===== config.mk =====
export PLATFORM = sky130hd
export DESIGN_NAME = utf8_stream_decoder_core
export DESIGN_NICKNAME = d
export VERILOG_FILES = /design/src/hw/rtl/utf8d_pkg.sv /design/src/hw/rtl/utf8d_front.sv /design/src/hw/rtl/utf8d_queue.sv /design/src/hw/rtl/utf8d_back.sv /design/src/hw/rtl/utf8_stream_decoder_core.sv
export SDC_FILE = /design/constraint.sdc
export NUM_CORES = 1
export LEC_CHECK = 0
export BUFFER_PORTS_ARGS = -buffer_cell sky130_fd_sc_hd__buf_4
export CORE_MARGIN = 5
export CORE_UTILIZATION = 50
export CTS_CLUSTER_SIZE = 20
export DETAILED_ROUTE_END_ITERATION = 7
export PLACE_DENSITY_LB_ADDON = 0.3
export SLEW_MARGIN = 25
export SYNTH_ARGS = -nofsm -noshare
export SYNTH_HDL_FRONTEND = slang
export SYNTH_HIERARCHICAL = 1
export SYNTH_SLANG_ARGS = --single-unit

===== constraint.sdc =====
create_clock -name i_clk -period 3.2 [get_ports i_clk]
set_input_delay 0.32 -clock i_clk [delete_from_list [all_inputs] [get_ports i_clk]]
set_output_delay 0.32 -clock i_clk [all_outputs]
set_load 0.05 [all_outputs]

===== src/hw/rtl/utf8d_pkg.sv =====
// Shared types and constants for the UTF-8 stream decoder.
// Used by utf8d_front, utf8d_queue, utf8d_back and utf8_stream_decoder_core.
package utf8d_pkg;

    localparam int unsigned CP_W = 21;

    localparam logic [CP_W-1:0] REPLACEMENT = 21'h00FFFD;
    localparam logic [CP_W-1:0] MAX_SCALAR  = 21'h10FFFF;
    localparam logic [CP_W-1:0] SURR_LO     = 21'h00D800;
    localparam logic [CP_W-1:0] SURR_HI     = 21'h00DFFF;

    localparam logic [2:0] LEN_BAD  = 3'd0;
    localparam logic [2:0] LEN_ONE  = 3'd1;
    localparam logic [2:0] LEN_TWO  = 3'd2;
    localparam logic [2:0] LEN_THR  = 3'd3;
    localparam logic [2:0] LEN_FOUR = 3'd4;

    // One queue entry: a run of replacements for flushed bytes, then an optional
    // final result. Never empty when pushed.
    typedef struct packed {
        logic [1:0]      flush_n;
        logic            has_tail;
        logic [CP_W-1:0] tail_cp;
        logic            tail_bad;
        logic [2:0]      tail_used;
    } t_job;

    function automatic logic [2:0] lead_len(input logic [7:0] b);
        logic [2:0] len;
        len = LEN_BAD;
        if (b[7] == 1'b0)               len = LEN_ONE;
        else if (b[7:5] == 3'b110)      len = LEN_TWO;
        else if (b[7:4] == 4'b1110)     len = LEN_THR;
        else if (b[7:3] == 5'b11110)    len = LEN_FOUR;
        return len;
    endfunction

    function automatic logic [4:0] lead_bits(input logic [7:0] b, input logic [2:0] len);
        logic [4:0] bits;
        case (len)
            LEN_TWO:  bits = b[4:0];
            LEN_THR:  bits = {1'b0, b[3:0]};
            LEN_FOUR: bits = {2'b00, b[2:0]};
            default:  bits = 5'd0;
        endcase
        return bits;
    endfunction

    function automatic logic [CP_W-1:0] min_for_len(input logic [2:0] len);
        logic [CP_W-1:0] m;
        case (len)
            LEN_TWO:  m = 21'h000080;
            LEN_THR:  m = 21'h000800;
            LEN_FOUR: m = 21'h010000;
            default:  m = '0;
        endcase
        return m;
    endfunction

endpackage


===== src/hw/rtl/utf8d_front.sv =====
// Front end: accepts bytes, tracks the open sequence and classifies each beat
// into a job for the queue. Depends on utf8d_pkg.
module utf8d_front (
    input  logic              i_clk,
    input  logic              i_rst_n,
    input  logic              i_accept,
    input  logic [7:0]        i_data_byte,
    input  logic              i_end_of_text,
    output logic              o_push,
    output utf8d_pkg::t_job   o_job
);

    logic [1:0]  r_pend, n_pend;
    logic [2:0]  r_exp,  n_exp;
    // leader bits plus at most two continuation groups before completion
    logic [14:0] r_part, n_part;

    logic                        is_cont;
    logic [2:0]                  cnt1;
    logic [2:0]                  len;
    logic [utf8d_pkg::CP_W-1:0]  acc;
    logic                        acc_bad;
    logic [14:0]                 lead_val;
    utf8d_pkg::t_job             job;

    assign is_cont  = (i_data_byte[7:6] == 2'b10);
    assign cnt1     = {1'b0, r_pend} + 3'd1;
    assign len      = utf8d_pkg::lead_len(i_data_byte);
    assign acc      = {r_part, i_data_byte[5:0]};
    assign lead_val = {10'd0, utf8d_pkg::lead_bits(i_data_byte, len)};
    assign acc_bad  = (acc < utf8d_pkg::min_for_len(r_exp))
                   || (acc inside {[utf8d_pkg::SURR_LO:utf8d_pkg::SURR_HI]})
                   || (acc > utf8d_pkg::MAX_SCALAR);

    always_comb begin
        n_pend = r_pend;
        n_exp  = r_exp;
        n_part = r_part;
        job    = '0;
        if (i_accept) begin
            if (r_pend != 2'd0 && is_cont) begin
                if (cnt1 >= r_exp) begin
                    job.has_tail  = 1'b1;
                    job.tail_cp   = acc_bad ? utf8d_pkg::REPLACEMENT : acc;
                    job.tail_bad  = acc_bad;
                    job.tail_used = r_exp;
                    n_pend = 2'd0;
                    n_exp  = 3'd0;
                    n_part = '0;
                end else if (i_end_of_text) begin
                    job.flush_n = cnt1[1:0];
                    n_pend = 2'd0;
                    n_exp  = 3'd0;
                    n_part = '0;
                end else begin
                    n_pend = cnt1[1:0];
                    n_part = acc[14:0];
                end
            end else begin
                // no open sequence, or open sequence broken: one replacement per pending byte
                job.flush_n = r_pend;
                n_pend = 2'd0;
                n_exp  = 3'd0;
                n_part = '0;
                if (len == utf8d_pkg::LEN_BAD || (len != utf8d_pkg::LEN_ONE && i_end_of_text)) begin
                    job.has_tail  = 1'b1;
                    job.tail_cp   = utf8d_pkg::REPLACEMENT;
                    job.tail_bad  = 1'b1;
                    job.tail_used = 3'd1;
                end else if (len == utf8d_pkg::LEN_ONE) begin
                    job.has_tail  = 1'b1;
                    job.tail_cp   = {13'd0, i_data_byte};
                    job.tail_bad  = 1'b0;
                    job.tail_used = 3'd1;
                end else begin
                    n_pend = 2'd1;
                    n_exp  = len;
                    n_part = lead_val;
                end
            end
        end
    end

    assign o_job  = job;
    assign o_push = i_accept && (job.flush_n != 2'd0 || job.has_tail);

    always_ff @(posedge i_clk) begin
        if (!i_rst_n) begin
            r_pend <= 2'd0;
            r_exp  <= 3'd0;
            r_part <= '0;
        end else begin
            r_pend <= n_pend;
            r_exp  <= n_exp;
            r_part <= n_part;
        end
    end

`ifndef SYNTHESIS
    a_pend_below_len: assert property (@(posedge i_clk) disable iff (!i_rst_n)
        (r_pend != 2'd0) |-> ({1'b0, r_pend} < r_exp))
        else $error("open sequence count reached its length");

    a_closed_clear: assert property (@(posedge i_clk) disable iff (!i_rst_n)
        (r_pend == 2'd0) |-> (r_exp == 3'd0))
        else $error("length held with no sequence open");

    a_eot_closes: assert property (@(posedge i_clk) disable iff (!i_rst_n)
        (i_accept && i_end_of_text) |=> (r_pend == 2'd0))
        else $error("sequence left open after end of text");
`endif

endmodule


===== src/hw/rtl/utf8d_queue.sv =====
// Small job queue between front and back ends; show-ahead head entry.
// Depends on utf8d_pkg.
module utf8d_queue #(
    parameter int unsigned DEPTH = 2
) (
    input  logic             i_clk,
    input  logic             i_rst_n,
    input  logic             i_push,
    input  utf8d_pkg::t_job  i_job,
    input  logic             i_pop,
    output logic             o_full,
    output logic             o_head_valid,
    output utf8d_pkg::t_job  o_head
);

    localparam int unsigned PW = (DEPTH > 1) ? $clog2(DEPTH) : 1;
    localparam int unsigned CW = $clog2(DEPTH + 1);

    utf8d_pkg::t_job r_mem [DEPTH];
    logic [PW-1:0] r_wr, r_rd;
    logic [CW-1:0] r_cnt;

    function automatic logic [PW-1:0] bump(input logic [PW-1:0] p);
        return (p == PW'(DEPTH - 1)) ? '0 : p + 1'b1;
    endfunction

    assign o_full       = (r_cnt == CW'(DEPTH));
    assign o_head_valid = (r_cnt != '0);
    assign o_head       = r_mem[r_rd];

    always_ff @(posedge i_clk) begin
        if (!i_rst_n) begin
            r_wr  <= '0;
            r_rd  <= '0;
            r_cnt <= '0;
        end else begin
            if (i_push) r_wr <= bump(r_wr);
            if (i_pop)  r_rd <= bump(r_rd);
            if (i_push && !i_pop)      r_cnt <= r_cnt + 1'b1;
            else if (i_pop && !i_push) r_cnt <= r_cnt - 1'b1;
        end
        if (i_push) r_mem[r_wr] <= i_job;
    end

`ifndef SYNTHESIS
    a_no_overflow: assert property (@(posedge i_clk) disable iff (!i_rst_n)
        i_push |-> (!o_full || i_pop))
        else $error("push into full queue");

    a_no_underflow: assert property (@(posedge i_clk) disable iff (!i_rst_n)
        i_pop |-> o_head_valid)
        else $error("pop from empty queue");

    a_head_nonempty: assert property (@(posedge i_clk) disable iff (!i_rst_n)
        o_head_valid |-> (o_head.flush_n != 2'd0 || o_head.has_tail))
        else $error("queue entry carries no result");
`endif

endmodule


===== src/hw/rtl/utf8d_back.sv =====
// Back end: expands queued jobs into result beats, one per cycle while the output
// is not stalled, into the output register. Depends on utf8d_pkg.
module utf8d_back (
    input  logic                        i_clk,
    input  logic                        i_rst_n,
    input  logic                        i_head_valid,
    input  utf8d_pkg::t_job             i_head,
    output logic                        o_pop,
    output logic                        o_out_valid,
    input  logic                        i_out_ready,
    output logic [utf8d_pkg::CP_W-1:0]  o_scalar_value,
    output logic                        o_bad_sequence,
    output logic [2:0]                  o_bytes_used,
    output logic                        o_last_of_run
);

    logic [1:0]                 r_sub;
    logic                       r_valid;
    logic [utf8d_pkg::CP_W-1:0] r_cp;
    logic                       r_bad;
    logic [2:0]                 r_used;
    logic                       r_last;

    logic                       load;
    logic                       in_flush;
    logic                       beat_last;
    logic [utf8d_pkg::CP_W-1:0] beat_cp;
    logic                       beat_bad;
    logic [2:0]                 beat_used;

    assign load     = i_head_valid && (!r_valid || i_out_ready);
    assign in_flush = (r_sub < i_head.flush_n);

    always_comb begin
        if (in_flush) begin
            beat_cp   = utf8d_pkg::REPLACEMENT;
            beat_bad  = 1'b1;
            beat_used = 3'd1;
            beat_last = ({1'b0, r_sub} + 3'd1 == {1'b0, i_head.flush_n}) && !i_head.has_tail;
        end else begin
            beat_cp   = i_head.tail_cp;
            beat_bad  = i_head.tail_bad;
            beat_used = i_head.tail_used;
            beat_last = 1'b1;
        end
    end

    assign o_pop = load && beat_last;

    always_ff @(posedge i_clk) begin
        if (!i_rst_n) begin
            r_sub   <= 2'd0;
            r_valid <= 1'b0;
        end else begin
            if (load) begin
                r_valid <= 1'b1;
                r_sub   <= beat_last ? 2'd0 : r_sub + 2'd1;
            end else if (i_out_ready) begin
                r_valid <= 1'b0;
            end
        end
        if (load) begin
            r_cp   <= beat_cp;
            r_bad  <= beat_bad;
            r_used <= beat_used;
            r_last <= beat_last;
        end
    end

    assign o_out_valid    = r_valid;
    assign o_scalar_value = r_cp;
    assign o_bad_sequence = r_bad;
    assign o_bytes_used   = r_used;
    assign o_last_of_run  = r_last;

`ifndef SYNTHESIS
    a_sub_in_job: assert property (@(posedge i_clk) disable iff (!i_rst_n)
        i_head_valid |-> (r_sub <= i_head.flush_n))
        else $error("result index past end of job");

    a_sub_idle_zero: assert property (@(posedge i_clk) disable iff (!i_rst_n)
        !i_head_valid |-> (r_sub == 2'd0))
        else $error("result index left set with queue empty");

    a_out_hold: assert property (@(posedge i_clk) disable iff (!i_rst_n)
        (r_valid && !i_out_ready) |=> (r_valid && $stable({r_cp, r_bad, r_used, r_last})))
        else $error("result beat changed while stalled");
`endif

endmodule


===== src/hw/rtl/utf8_stream_decoder_core.sv =====
// Channel  | beat                              | direction
// ---------+-----------------------------------+----------
// in       | data_byte, end_of_text            | to block
// out      | scalar_value, bad_sequence,       | from block
//          | bytes_used, last_of_run           |
//
// One byte accepted per cycle; result beats leave through the output register,
// and a byte yielding k results (0..4) has them emitted by the back end one after another.
// Input stalls only when the job queue (QUEUE_DEPTH entries) is full.
// Synchronous active-low reset clears the open sequence, queue and output valid.
// Depends on utf8d_pkg, utf8d_front, utf8d_queue, utf8d_back.
module utf8_stream_decoder_core #(
    parameter int unsigned QUEUE_DEPTH = 2
) (
    input  logic                        i_clk,
    input  logic                        i_rst_n,
    input  logic                        i_in_valid,
    output logic                        o_in_ready,
    input  logic [7:0]                  i_data_byte,
    input  logic                        i_end_of_text,
    output logic                        o_out_valid,
    input  logic                        i_out_ready,
    output logic [utf8d_pkg::CP_W-1:0]  o_scalar_value,
    output logic                        o_bad_sequence,
    output logic [2:0]                  o_bytes_used,
    output logic                        o_last_of_run
);

    logic            accept;
    logic            push;
    logic            pop;
    logic            full;
    logic            head_valid;
    utf8d_pkg::t_job job;
    utf8d_pkg::t_job head;

    assign o_in_ready = !full;
    assign accept     = i_in_valid && !full;

    utf8d_front u_front (
        .i_clk         (i_clk),
        .i_rst_n       (i_rst_n),
        .i_accept      (accept),
        .i_data_byte   (i_data_byte),
        .i_end_of_text (i_end_of_text),
        .o_push        (push),
        .o_job         (job)
    );

    utf8d_queue #(
        .DEPTH (QUEUE_DEPTH)
    ) u_queue (
        .i_clk        (i_clk),
        .i_rst_n      (i_rst_n),
        .i_push       (push),
        .i_job        (job),
        .i_pop        (pop),
        .o_full       (full),
        .o_head_valid (head_valid),
        .o_head       (head)
    );

    utf8d_back u_back (
        .i_clk          (i_clk),
        .i_rst_n        (i_rst_n),
        .i_head_valid   (head_valid),
        .i_head         (head),
        .o_pop          (pop),
        .o_out_valid    (o_out_valid),
        .i_out_ready    (i_out_ready),
        .o_scalar_value (o_scalar_value),
        .o_bad_sequence (o_bad_sequence),
        .o_bytes_used   (o_bytes_used),
        .o_last_of_run  (o_last_of_run)
    );

endmodule

==> run summary <==
Via density -> 5.314
Total core area -> 9639 µm²
Fin crit share -> 0.9288
Internal power -> 2.855 mW
Pwr/cell area -> 784.9 nW/µm²
Async S/R FF share, synth -> 0
CTS root buffer -> clkbuf_8
Post-synthesis sequential area ratio -> 0.6217
Die W -> 108.6 µm
Number of synthesis warnings -> 6
First-pass GRT wire length -> 14230 µm
Most common cell on crit path -> ha_1
Post-synthesis cell area -> 4862 µm²
Setup Viol. Count Final -> 0
Vias in the first global route -> 2792
Worst-margin pin slew -> 0.8672 ns
Congestion Overflow GR -> 0
Setup Crit Path Kind -> reg2reg
Slew margin rel. -> 0.4219
Slowest CP cell -> dfxtp_1
Clock Power Share -> 0.209
Hold WS -> 0.2407 ns
DR iter-0 viols -> 278
Slew Viols, Final -> 0
Crit-path max cell delay -> 0.39 ns
RSZ-0062 raised after global routing -> false
Syn_area_per_cell -> 13.58 µm²
IO buf count -> 40
Final Critical Period -> 2.972 ns
Reg power frac -> 0.449
Combinational share of power -> 0.342
Worst-case vdd ir drop -> 0.3029 mV
Startpoint Class -> flop
DR pass1 iterations -> 4
Post-DP HPWL -> 5900 µm
CP top delay family -> adder cells
CTS tree -> built
Synth cell types -> 59
Clk sinks -> 110
P_sw -> 1.481 mW
Worst EP arrival -> 3.28 ns
HP Class -> in2reg
Fill count -> 817
Multi-input gate area -> 1692 µm²
Switching Fraction -> 0.3416
Initial Util -> 0.5044
Crit path max fanout -> 7
Placed cell area -> 5289 µm²
Drt wl/cell -> 15.80 µm
Die Span Y -> 108.6 µm
Worst-Skew Late Latency -> 0.37 ns
Nets -> 424
Cells after Synth -> 358
Cells resized by post-CTS repair -> 0
Final Skew -> 0.01653 ns
IO Pins -> 41
Flops & latches, synth -> 110
Setup_tns -> 0 ns
Status -> finished, final reports clean
Most used DFF post-synth -> edfxtp_1
H-tree levels -> 3
Clock-pin slew on the worst setup and hold paths -> 0.11 ns
R2R Setup Slk -> 0.23 ns
DRC Markers -> 0
Post-route ant nets -> 0
CTS Buf Count -> 9
Max Cap Violations -> 0
Leak -> 2.059 nW
Wirelength, routed -> 8502 µm
Hold Violations, Final -> 0
Initial antenna violation count -> 0
Share of layout cells above drive strength 1 -> 0.3235
Cell Rows -> 36
Register area -> 3023 µm²
Largest net degree at the start of global routing -> 36
Synth-to-Final Area Change -> 13.64%
CTS Buffer Depth -> 2
Die area -> 11800 µm²
Crit path buffers/inverters -> 2
N_diodes -> 0
Worst endpoint required time -> 3.51 ns
Synthesized net count -> 382
Final instance area -> 5525 µm²
Peak Freq -> 336.5 MHz
Critical-path cell list -> inv_1, ha_1, ha_1, a21oi_1, o211ai_1, buf_4, and3_1, o31a_1, ha_1, or3_1, a21boi_1
Setup crit end kind -> flop
Global placer's final weighted congestion -> 0.8635
Vias -> 2859
Tot GR Track Use -> 0.1577
Number of synthesized flops with an enable pin -> 82
timing repair:
action	4_1_cts	5_1_grt
hold buffers	0	0
setup endpoints to repair	0	1
setup buffers	0	2
synthesized netlist by cell type, types with 2 or more instances:
master,instances,area share
a21boi_0,3,0.0046
a21o_1,9,0.014
a21oi_1,3,0.0031
a21oi_2,2,0.0036
a31oi_1,2,0.0026
and2_1,9,0.012
and3_1,7,0.0090
and3_2,4,0.0062
buf_2,3,0.0031
buf_4,2,0.0031
buf_6,4,0.0093
clkbuf_1,6,0.0046
dfxtp_1,28,0.12
edfxtp_1,82,0.51
ha_1,11,0.028
inv_1,10,0.0077
mux2_2,28,0.065
mux2i_1,11,0.023
nand2_1,13,0.010
nand2b_1,3,0.0039
nand3_1,12,0.012
nand3b_1,5,0.0077
nand4_1,2,0.0026
nand4b_1,3,0.0054
nor2_1,12,0.0093
nor2b_1,13,0.017
o21a_1,6,0.0093
o21ai_0,8,0.0082
o22ai_1,4,0.0051
o31ai_1,2,0.0031
or2_2,18,0.023
or3_1,3,0.0039
or4_1,2,0.0031
xnor2_1,2,0.0036
xor2_1,2,0.0036
metrics by stage:
step                utilization  cells  power (mW)  worst slack, ns
floorplan                     -    358       3.105           0.2059
global placement         0.5487    520       3.428           0.2882
detailed placement       0.5487    520       3.474           0.1637
CTS                      0.5717    536       4.373           0.1288
global route             0.5732    538       4.572           0.1053
finish                   0.5732    538       4.337           0.2280
layer usage:
layer,vias to the layer above,share of wire,GRT usage
met5,-,0,0
li1,1406,-,-
met1,1387,0.48,0.2265
met3,4,0.042,0.02191
met2,62,0.48,0.2401
met4,0,0.0046,0.07033
flip-flops by register name, summed over array words and instances, names as in the netlist, 2 cells and up, named ones only:
name,flops
u_queue/r_mem,56
u_back/o_scalar_value,21
u_front/r_part,15
u_back/o_bytes_used,3
u_front/r_exp,3
u_back/r_sub,2
u_front/r_pend,2
u_queue/r_cnt,2
path summary, 6_finish.rpt:
path                                   from                             end  cells past startpoint
max          u_front/r_pend[0]$_SDFFE_PN0P_   u_queue/r_cnt[1]$_SDFFE_PN0P_                     11
min                          i_data_byte[1]  u_front/r_part[1]$_SDFFE_PN0P_                      3
max reg2reg  u_front/r_pend[0]$_SDFFE_PN0P_   u_queue/r_cnt[1]$_SDFFE_PN0P_                     11
min reg2reg    u_back/r_sub[0]$_SDFFE_PN0P_    u_back/r_sub[0]$_SDFFE_PN0P_                      2
cell usage in the layout (no fill, tap or decap), types with 5 or more instances in the layout:
cell type	count
o21ai_0	8
mux2_2	28
dfxtp_1	28
nand3_1	12
inv_1	10
and2_1	9
o21a_1	6
mux2i_1	11
nand2_1	13
nand3b_1	5
clkbuf_8	9
a21o_1	9
nor2_1	12
buf_4	46
ha_1	11
and3_1	7
or2_2	18
nor2b_1	11
edfxtp_1	82
cell type report:
type | instances | share of cell area
Timing Repair Buffer | 48 | 0.06975
Sequential cell | 110 | 0.5471
Multi-Input combinational cell | 221 | 0.3062
Clock buffer | 9 | 0.02242
Inverter | 10 | 0.006793
Clock inverter | 7 | 0.01766
Tap cell | 133 | 0.03012
logic make-up after synthesis:
group	synth area share
mux	0.08749
flops	0.6217
xor+xnor	0.007207
compound gates	0.07849
simple gates	0.1454
fa+ha+maj	0.02831
buf+inv	0.03139
power groups by stage:
stage	clock network, mW	logic (mW)	registers [mW]
4_1_cts	0.926	1.50	1.95
3_3_place_gp	0	1.46	1.97
3_5_place_dp	0	1.49	1.98
6_report	0.908	1.48	1.95
2_1_floorplan	0	0.759	2.35
5_1_grt	0.994	1.61	1.97
worst reg2reg max path, stage by stage, from the launching register on:
cell      delay (ns)
dfxtp_1         0.39
inv_1           0.10
ha_1            0.34
ha_1            0.19
a21oi_1         0.15
o211ai_1        0.12
buf_4           0.19
and3_1          0.23
o31a_1          0.34
ha_1            0.34
or3_1           0.37
a21boi_1        0.15
No activity file was read; power rests on OpenSTA's default activity.
